## src/rtl/core/assert_macros.svh

```systemverilog
// Assertion macros shared by the allocator RTL.
// No dependencies; expects clk and rst in the including scope.
`ifndef ASSERT_MACROS_SVH
`define ASSERT_MACROS_SVH

// Same-cycle implication, disabled during reset.
`define ASSERT_IMPL(label, cond, prop, msg) \
  label: assert property (@(posedge clk) disable iff (rst) (cond) |-> (prop)) \
    else $error(msg);

// Next-cycle implication, disabled during reset.
`define ASSERT_NEXT(label, cond, prop, msg) \
  label: assert property (@(posedge clk) disable iff (rst) (cond) |=> (prop)) \
    else $error(msg);

`endif

```

## src/rtl/core/ffira_pkg.sv

```systemverilog
// Package for the first-fit interval row allocator.
// Command and status codes, sequencer states and interface structs; no dependencies.
package ffira_pkg;

  localparam logic [1:0] CMD_ALLOC = 2'd0;
  localparam logic [1:0] CMD_READ  = 2'd1;
  localparam logic [1:0] CMD_CLEAR = 2'd2;

  localparam logic [1:0] ST_PLACED   = 2'd0;
  localparam logic [1:0] ST_OVERFLOW = 2'd1;
  localparam logic [1:0] ST_READ     = 2'd2;
  localparam logic [1:0] ST_CLEARED  = 2'd3;

  localparam logic REG_ROWS = 1'b0;
  localparam logic REG_DAYS = 1'b1;

  localparam logic [4:0] RESULT_CAP = 5'd16;
  localparam logic [4:0] ROWS_RESET = 5'd16;
  localparam logic [6:0] DAYS_RESET = 7'd64;

  typedef enum logic [2:0] {
    S_IDLE,
    S_CLEAR,
    S_READ,
    S_SCAN,
    S_CHECK,
    S_MARK
  } state_t;

  typedef struct packed {
    logic wr_en;
    logic rd_en;
  } mem_ctl_t;

  typedef struct packed {
    logic       strobe;
    logic [1:0] status;
    logic [3:0] row;
    logic [7:0] owner_out;
    logic       last;
  } res_t;

endpackage

```

## src/rtl/core/ffira_ctrl.sv

```systemverilog
// Request sequencer: clear sweep, cell read, first-fit row scan and day marking.
// Uses ffira_pkg; drives the table RAM in ffira_mem.
module ffira_ctrl #(
  parameter int MAX_ROWS    = 16,
  parameter int MAX_DAYS    = 64,
  parameter int OWNER_WIDTH = 8,
  localparam int RW     = (MAX_ROWS > 1) ? $clog2(MAX_ROWS) : 1,
  localparam int DW     = (MAX_DAYS > 1) ? $clog2(MAX_DAYS) : 1,
  localparam int AW     = RW + DW,
  localparam int ROW_CW = ($clog2(MAX_ROWS + 1) > 5) ? $clog2(MAX_ROWS + 1) : 5,
  localparam int DAY_CW = ($clog2(MAX_DAYS + 1) > 7) ? $clog2(MAX_DAYS + 1) : 7
) (
  input  logic                   clk,
  input  logic                   rst,
  input  logic                   start,
  input  logic [1:0]             cmd,
  input  logic [7:0]             owner,
  input  logic [5:0]             start_day,
  input  logic [6:0]             end_day,
  input  logic [4:0]             unit_count,
  input  logic [3:0]             read_row,
  input  logic [ROW_CW-1:0]      rows_eff,
  input  logic [DAY_CW-1:0]      days_eff,
  output logic                   busy,
  output ffira_pkg::mem_ctl_t    mem_ctl,
  output logic [AW-1:0]          mem_addr,
  output logic [OWNER_WIDTH-1:0] mem_wdata,
  input  logic [OWNER_WIDTH-1:0] mem_rdata,
  output ffira_pkg::res_t        res
);

  ffira_pkg::state_t state, state_next;

  logic [ROW_CW-1:0]      scan_row;
  logic [DAY_CW-1:0]      cur_day;
  logic [DAY_CW-1:0]      req_start;
  logic [DAY_CW-1:0]      req_end;
  logic [OWNER_WIDTH-1:0] req_owner;
  logic [4:0]             units_left;
  logic [AW-1:0]          clr_addr;
  logic                   clr_report;

  logic [ROW_CW-1:0] rrow_ext;
  logic [DAY_CW-1:0] sday_ext;
  logic [DAY_CW-1:0] eday_ext;
  logic [DAY_CW-1:0] day_inc;
  logic [31:0]       owner_ext;
  logic [31:0]       rdata_ext;
  logic              read_ok;
  logic              start_ok;
  logic              cell_free;
  logic              mark_done;
  logic              last_unit;

  assign rrow_ext  = ROW_CW'(read_row);
  assign sday_ext  = DAY_CW'(start_day);
  assign eday_ext  = DAY_CW'(end_day);
  assign day_inc   = DAY_CW'(cur_day + DAY_CW'(1));
  assign owner_ext = 32'(owner);
  assign rdata_ext = 32'(mem_rdata);
  assign read_ok   = (rrow_ext < rows_eff) && (sday_ext < days_eff);
  assign start_ok  = sday_ext < days_eff;
  assign cell_free = mem_rdata == '0;
  assign mark_done = day_inc >= req_end;
  assign last_unit = units_left == 5'd1;
  assign busy      = state != ffira_pkg::S_IDLE;

  always_comb begin
    state_next = state;
    case (state)
      ffira_pkg::S_IDLE: begin
        if (start) begin
          case (cmd)
            ffira_pkg::CMD_CLEAR: state_next = ffira_pkg::S_CLEAR;
            ffira_pkg::CMD_READ: begin
              if (read_ok) state_next = ffira_pkg::S_READ;
            end
            ffira_pkg::CMD_ALLOC: begin
              if (unit_count != '0 && start_ok) state_next = ffira_pkg::S_SCAN;
            end
            default: state_next = ffira_pkg::S_IDLE;
          endcase
        end
      end
      ffira_pkg::S_CLEAR: begin
        if (clr_addr == '1) state_next = ffira_pkg::S_IDLE;
      end
      ffira_pkg::S_READ: state_next = ffira_pkg::S_IDLE;
      ffira_pkg::S_SCAN: begin
        state_next = (scan_row >= rows_eff) ? ffira_pkg::S_IDLE : ffira_pkg::S_CHECK;
      end
      ffira_pkg::S_CHECK: begin
        if (!cell_free) begin
          state_next = ffira_pkg::S_SCAN;
        end else if (req_start < req_end) begin
          state_next = ffira_pkg::S_MARK;
        end else begin
          state_next = last_unit ? ffira_pkg::S_IDLE : ffira_pkg::S_SCAN;
        end
      end
      ffira_pkg::S_MARK: begin
        if (mark_done) state_next = last_unit ? ffira_pkg::S_IDLE : ffira_pkg::S_SCAN;
      end
      default: state_next = ffira_pkg::S_IDLE;
    endcase
  end

  always_comb begin
    mem_ctl   = '0;
    mem_addr  = '0;
    mem_wdata = '0;
    res       = '0;
    case (state)
      ffira_pkg::S_IDLE: begin
        if (start) begin
          case (cmd)
            ffira_pkg::CMD_READ: begin
              mem_ctl.rd_en = read_ok;
              mem_addr      = {rrow_ext[RW-1:0], sday_ext[DW-1:0]};
              if (!read_ok) begin
                res.strobe = 1'b1;
                res.status = ffira_pkg::ST_READ;
                res.last   = 1'b1;
              end
            end
            ffira_pkg::CMD_ALLOC: begin
              if (unit_count != '0 && !start_ok) begin
                res.strobe = 1'b1;
                res.status = ffira_pkg::ST_OVERFLOW;
                res.last   = 1'b1;
              end
            end
            default: res = '0;
          endcase
        end
      end
      ffira_pkg::S_CLEAR: begin
        mem_ctl.wr_en = 1'b1;
        mem_addr      = clr_addr;
        if (clr_addr == '1 && clr_report) begin
          res.strobe = 1'b1;
          res.status = ffira_pkg::ST_CLEARED;
          res.last   = 1'b1;
        end
      end
      ffira_pkg::S_READ: begin
        res.strobe    = 1'b1;
        res.status    = ffira_pkg::ST_READ;
        res.owner_out = rdata_ext[7:0];
        res.last      = 1'b1;
      end
      ffira_pkg::S_SCAN: begin
        if (scan_row >= rows_eff) begin
          res.strobe = 1'b1;
          res.status = ffira_pkg::ST_OVERFLOW;
          res.last   = 1'b1;
        end else begin
          mem_ctl.rd_en = 1'b1;
          mem_addr      = {scan_row[RW-1:0], req_start[DW-1:0]};
        end
      end
      ffira_pkg::S_CHECK: begin
        if (cell_free && !(req_start < req_end)) begin
          res.strobe = 1'b1;
          res.status = ffira_pkg::ST_PLACED;
          res.row    = scan_row[3:0];
          res.last   = last_unit;
        end
      end
      ffira_pkg::S_MARK: begin
        mem_ctl.wr_en = 1'b1;
        mem_addr      = {scan_row[RW-1:0], cur_day[DW-1:0]};
        mem_wdata     = req_owner;
        if (mark_done) begin
          res.strobe = 1'b1;
          res.status = ffira_pkg::ST_PLACED;
          res.row    = scan_row[3:0];
          res.last   = last_unit;
        end
      end
      default: res = '0;
    endcase
  end

  always_ff @(posedge clk) begin
    if (rst) begin
      state      <= ffira_pkg::S_CLEAR;
      clr_addr   <= '0;
      clr_report <= 1'b0;
      units_left <= '0;
    end else begin
      state <= state_next;
      case (state)
        ffira_pkg::S_IDLE: begin
          if (start) begin
            req_start  <= sday_ext;
            req_end    <= (eday_ext > days_eff) ? days_eff : eday_ext;
            req_owner  <= owner_ext[OWNER_WIDTH-1:0];
            units_left <= (unit_count > ffira_pkg::RESULT_CAP) ? ffira_pkg::RESULT_CAP
                                                                : unit_count;
            scan_row   <= '0;
            clr_addr   <= '0;
            clr_report <= 1'b1;
          end
        end
        ffira_pkg::S_CLEAR: clr_addr <= AW'(clr_addr + AW'(1));
        ffira_pkg::S_SCAN: begin
          if (scan_row >= rows_eff) units_left <= '0;
        end
        ffira_pkg::S_CHECK: begin
          if (!cell_free) begin
            scan_row <= ROW_CW'(scan_row + ROW_CW'(1));
          end else begin
            cur_day <= req_start;
            if (!(req_start < req_end)) units_left <= 5'(units_left - 5'd1);
          end
        end
        ffira_pkg::S_MARK: begin
          cur_day <= day_inc;
          if (mark_done) units_left <= 5'(units_left - 5'd1);
        end
        default: clr_addr <= clr_addr;
      endcase
    end
  end

endmodule

```

## config.mk

```make
export PLATFORM = sky130hd
export DESIGN_NAME = ffira_ctrl
export DESIGN_NICKNAME = d
export VERILOG_FILES = /design/src/rtl/core/assert_macros.svh /design/src/rtl/core/ffira_pkg.sv /design/src/rtl/core/ffira_ctrl.sv
export SDC_FILE = /design/constraint.sdc
export NUM_CORES = 1
export LEC_CHECK = 0
export ABC_AREA = 1
export BUFFER_PORTS_ARGS = -buffer_cell sky130_fd_sc_hd__buf_2
export CAP_MARGIN = 20
export CELL_PAD_IN_SITES_DETAIL_PLACEMENT = 1
export CELL_PAD_IN_SITES_GLOBAL_PLACEMENT = 1
export CORE_MARGIN = 2
export CORE_UTILIZATION = 30
export CTS_BUF_LIST = sky130_fd_sc_hd__clkbuf_8
export DETAILED_ROUTE_END_ITERATION = 6
export HOLD_SLACK_MARGIN = 0.05
export PLACE_DENSITY_LB_ADDON = 0.1
export SETUP_SLACK_MARGIN = 0.3
export SLEW_MARGIN = 25
export SYNTH_ARGS = -nofsm -noshare
export SYNTH_HDL_FRONTEND = slang
export SYNTH_SLANG_ARGS = --single-unit
```

## constraint.sdc

```tcl
create_clock -name clk -period 2.8 [get_ports clk]
set_input_delay 0.56 -clock clk [delete_from_list [all_inputs] [get_ports clk]]
set_output_delay 0.56 -clock clk [all_outputs]
set_load 0.05 [all_outputs]
```

==> run summary <==
The TritonCTS clock tree is yes. For the worst-skew pair, the clock arrives at the later sink with an insertion delay of roughly 340 ps. The initial antenna violation count came to 0. The proportion of netlist area held by the largest area contributor is roughly 25%. The placement row count came out at a little over 40. Timing would allow up to around 320 MHz.

Dividing the detail-routed via count by the number of cells gives between 4 and 5. The HPWL reported at the end of detailed placement is ~9.9 mm. The path depth of the worst reg2reg path came out at 15.

In the final routing, the length of wire on met1 measures ~5.8 mm. The reported leakage power is 2.62 nW. In the synthesized netlist, the cells that appear most often are 112 x sky130_fd_sc_hd__nand2_1, 89 x sky130_fd_sc_hd__inv_1, 62 x sky130_fd_sc_hd__nor2_1. Entering global routing, the biggest net connects 20 pins.

Routability-driven placement finished with a final weighted congestion of 0.805. The worst slack on hold paths came out at ~380 ps. The overall power of the completed layout came out at slightly below 2 mW. The dominant register cell in the synthesized netlist is sky130_fd_sc_hd__edfxtp_1. The residual overflow from global routing came out at 0. Dividing the synthesized area by the synthesized cell count gives between 7 and 8 µm². In this run the power density over the cells is 347 mW/mm².

The data required time of the worst path is about 2200 ps. The smallest setup slack after layout is -345 ps. The worst-case headroom to the max-slew limit is around three fifths.

The average wire length per cell after detail routing is 14.9 µm. The worst setup path startpoint is cur_day[1]$_DFFE_PP_. The number of failing setup endpoints in the final timing report is 6. The startpoint identified for the worst hold timing path is owner[4]. Ranked by total cell area, the synthesized netlist is headed by sky130_fd_sc_hd__edfxtp_1 25%, sky130_fd_sc_hd__ha_1 12%, sky130_fd_sc_hd__nand2_1 11%.

The remaining number of nets flagged by the antenna check after routing came out at 0. The total track usage is about 18%. The first global-routing pass estimated approximately 21 mm of wire. For this run, asynchronously set or reset flops after synthesis account for 0%. The number of nets in the finished design is roughly 760. In this run the tool buffered the top-level ports with about 90 buffer cells. After detailed routing, no signal wire sits above met4. The worst setup path is launched from a register. The final max-slew violation count came out at 0.

The routed design could run at a clock period as short as 3140 ps. The number of placed I/O pins is 92. The aggregate routed wire length is 12.5 mm. Buffers inserted during clock tree synthesis total 5.

The routed via count came out at 4,037. The longest clock path from root to sink contains 2 buffers. From left edge to right edge, the die measures about 120 µm.

The number of cells on the worst hold path is 1. The synthesized netlist net count is 622. The layout overhead on the synthesized area is 43.6%.

The number of warnings printed during yosys synthesis came out at 0. The final hold violation count came out at 0. The number of fillers in the final layout came out at ~1.6k. The number of global-route vias before repair is approximately 4.2k. By startpoint and endpoint, the worst setup path is classified as register to primary output. Yosys mapped a number of flops with a built-in enable equal to 33. For the final database, setup skew stands at 21.2 ps. The die covers between 0.01 and 0.015 mm². Summed over all nets, wire length on met2 after detailed routing comes to 6.27 mm. Setup repair after global routing could not meet its margin everywhere. The cell count after synthesis came out at between 500 and 600.

Clock-pin slew was measured on the worst setup and hold paths at ~120 ps. The most frequent cell after synthesis is sky130_fd_sc_hd__nand2_1. The unique cell type count in the Yosys netlist came out at between 40 and 50.

The biggest area contributor in the post-synthesis netlist is sky130_fd_sc_hd__edfxtp_1. The tree is rooted in a sky130_fd_sc_hd__clkbuf_8. The maximum net fanout on the critical path came out at 5. The clock tree synthesis step divided the H-tree into 2 levels. The flow ran to the end, but the final reports show violations. Cells fill between 40% and 50% of the core in the end. The reg-to-reg setup timing slack came out at 230 ps. The source of the worst register-to-register timing path is cur_day[1]$_DFFE_PP_. The number of clock sinks came out at 52. The first TritonRoute pass finished after 4 iterations. The area of the placeable core came out at roughly 0.013 mm².

The slew at the pin closest to its max-slew limit came out at approximately 600 ps. The endpoint identified for the worst register-to-register timing path is units_left[2]$_SDFFE_PP0P_. After synthesis the netlist holds a flip-flop and latch count of 52.

The antenna diode count is 0. The die span in y came out at approximately 120 µm. The sequential fraction of the synthesis area is a little over a third. The netlist area before placement is slightly below 0.004 mm².

The proportion of layout cells with a drive suffix above 1 is a little under two fifths. The arrival time at the worst endpoint is 2580 ps. The total of hold buffers inserted after clock tree synthesis came out at 0. The final reports fail on negative setup slack. The initial standard-cell utilization of the core is 30.9%. The worst hold path belongs to the class input pin to register.

The worst-case IR drop observed on VDD is around 150 µV. The violation count after the first detailed-routing iteration came out at roughly 140. The remaining routing DRC violations came out at 0.

The kind of end point of the critical path is a primary output. For hold timing, the worst endpoint is req_owner[4]$_DFFE_PP_. The met3 routed wirelength came out at approximately 370 µm. The number of max-cap violations came out at 0. The final worst-path cycle share came out at 112%.
-- timing repair --
action                                  4_1_cts  5_1_grt
buffers inserted                             22        3
pin swaps                                    40       16
gates resized for setup                      98       31
endpoints found under the setup margin       34       34
-- metrics by stage --
step                cells  instance area (µm²)  TNS, ps  worst slack [ps]
finish                843                 5640    -1840              -345
global route          843                 5640    -3160              -556
CTS                   840                 5530    -2070              -384
detailed placement    810                 4880     -535              -116
global placement      810                 4880     -209             -65.0
floorplan             530                 4060     -438              -180
-- cells by family (layout without fill, tap and decap cells) --
| logic type | count (synthesis) | count (layout) | synth area share (%) |
|---|---|---|---|
| simple gates | 243 | 243 | 28.4 |
| buf+inv | 105 | 246 | 10.4 |
| compound gates | 86 | 86 | 12.9 |
| flops | 52 | 52 | 34.9 |
| fa+ha+maj | 37 | 37 | 11.8 |
| xor+xnor | 7 | 7 | 1.56 |
-- layer usage --
layer	track usage, %	vias to the layer above
met5	0	-
met2	32.1	58
met4	4.69	0
met1	24.0	1945
met3	2.70	8
li1	-	2026
-- worst max-delay path by stage --
stage	to	slack, ps	depth (start not counted)
global placement	res[15]	-70	15
detailed placement	res[15]	-120	15
floorplan	res[15]	-180	13
finish	res[15]	-340	14
CTS	res[15]	-380	14
global route	res[10]	-560	15
-- cell usage in the layout, fill, tap and decap left out, types with 4 or more instances in the layout --
master	n
sky130_fd_sc_hd__ha_1	25
sky130_fd_sc_hd__ha_4	11
sky130_fd_sc_hd__nand4_1	10
sky130_fd_sc_hd__o21ai_4	5
sky130_fd_sc_hd__nand3_2	4
sky130_fd_sc_hd__nand2_2	13
sky130_fd_sc_hd__dfxtp_2	5
sky130_fd_sc_hd__a22oi_1	7
sky130_fd_sc_hd__o21ai_0	25
sky130_fd_sc_hd__nor2_4	10
sky130_fd_sc_hd__buf_2	63
sky130_fd_sc_hd__dfxtp_1	14
sky130_fd_sc_hd__inv_1	75
sky130_fd_sc_hd__buf_4	54
sky130_fd_sc_hd__clkbuf_8	5
sky130_fd_sc_hd__nor2_1	50
sky130_fd_sc_hd__nand3_1	26
sky130_fd_sc_hd__o211ai_1	4
sky130_fd_sc_hd__inv_4	4
sky130_fd_sc_hd__edfxtp_1	33
sky130_fd_sc_hd__nand2_4	5
sky130_fd_sc_hd__inv_2	16
sky130_fd_sc_hd__a21oi_1	20
sky130_fd_sc_hd__nor2_2	11
sky130_fd_sc_hd__nand2_1	100
sky130_fd_sc_hd__xor2_1	5
sky130_fd_sc_hd__nand3b_1	4
sky130_fd_sc_hd__buf_6	19
-- where the power goes --
part,switching [mW],internal [mW]
registers,0.0289,0.851
logic,0.352,0.229
clock network,0.306,0.190
-- registers in the layout, summed over array words and instances (netlist names) --
name and cells:
clr_addr 10, clr_report 1, cur_day 7, req_end 7, req_owner 8, req_start 6, scan_row 5, state 3
units_left 5
-- critical path, cell delays in order, from the launching register on --
cell	delay, ps
sky130_fd_sc_hd__edfxtp_1	380
sky130_fd_sc_hd__ha_2	200
sky130_fd_sc_hd__nand3_2	70
sky130_fd_sc_hd__nand3b_1	170
sky130_fd_sc_hd__xor2_1	170
sky130_fd_sc_hd__inv_1	90
sky130_fd_sc_hd__ha_4	220
sky130_fd_sc_hd__a21o_1	160
sky130_fd_sc_hd__nor2_2	110
sky130_fd_sc_hd__nand2_1	60
sky130_fd_sc_hd__nand2_1	50
sky130_fd_sc_hd__o21ai_1	60
sky130_fd_sc_hd__inv_2	160
sky130_fd_sc_hd__nand4_1	130
sky130_fd_sc_hd__buf_6	180
-- cell type report --
class	instances	area, µm²	share of cell area (%)
Clock buffer	5	68.8	1.22
Clock inverter	3	28.8	0.511
Inverter	98	390	6.93
Multi-Input combinational cell	373	2560	45.4
Sequential cell	52	1380	24.4
Tap cell	172	215	3.82
Timing Repair Buffer	140	997	17.7
Power figures use the tool's default switching activity.
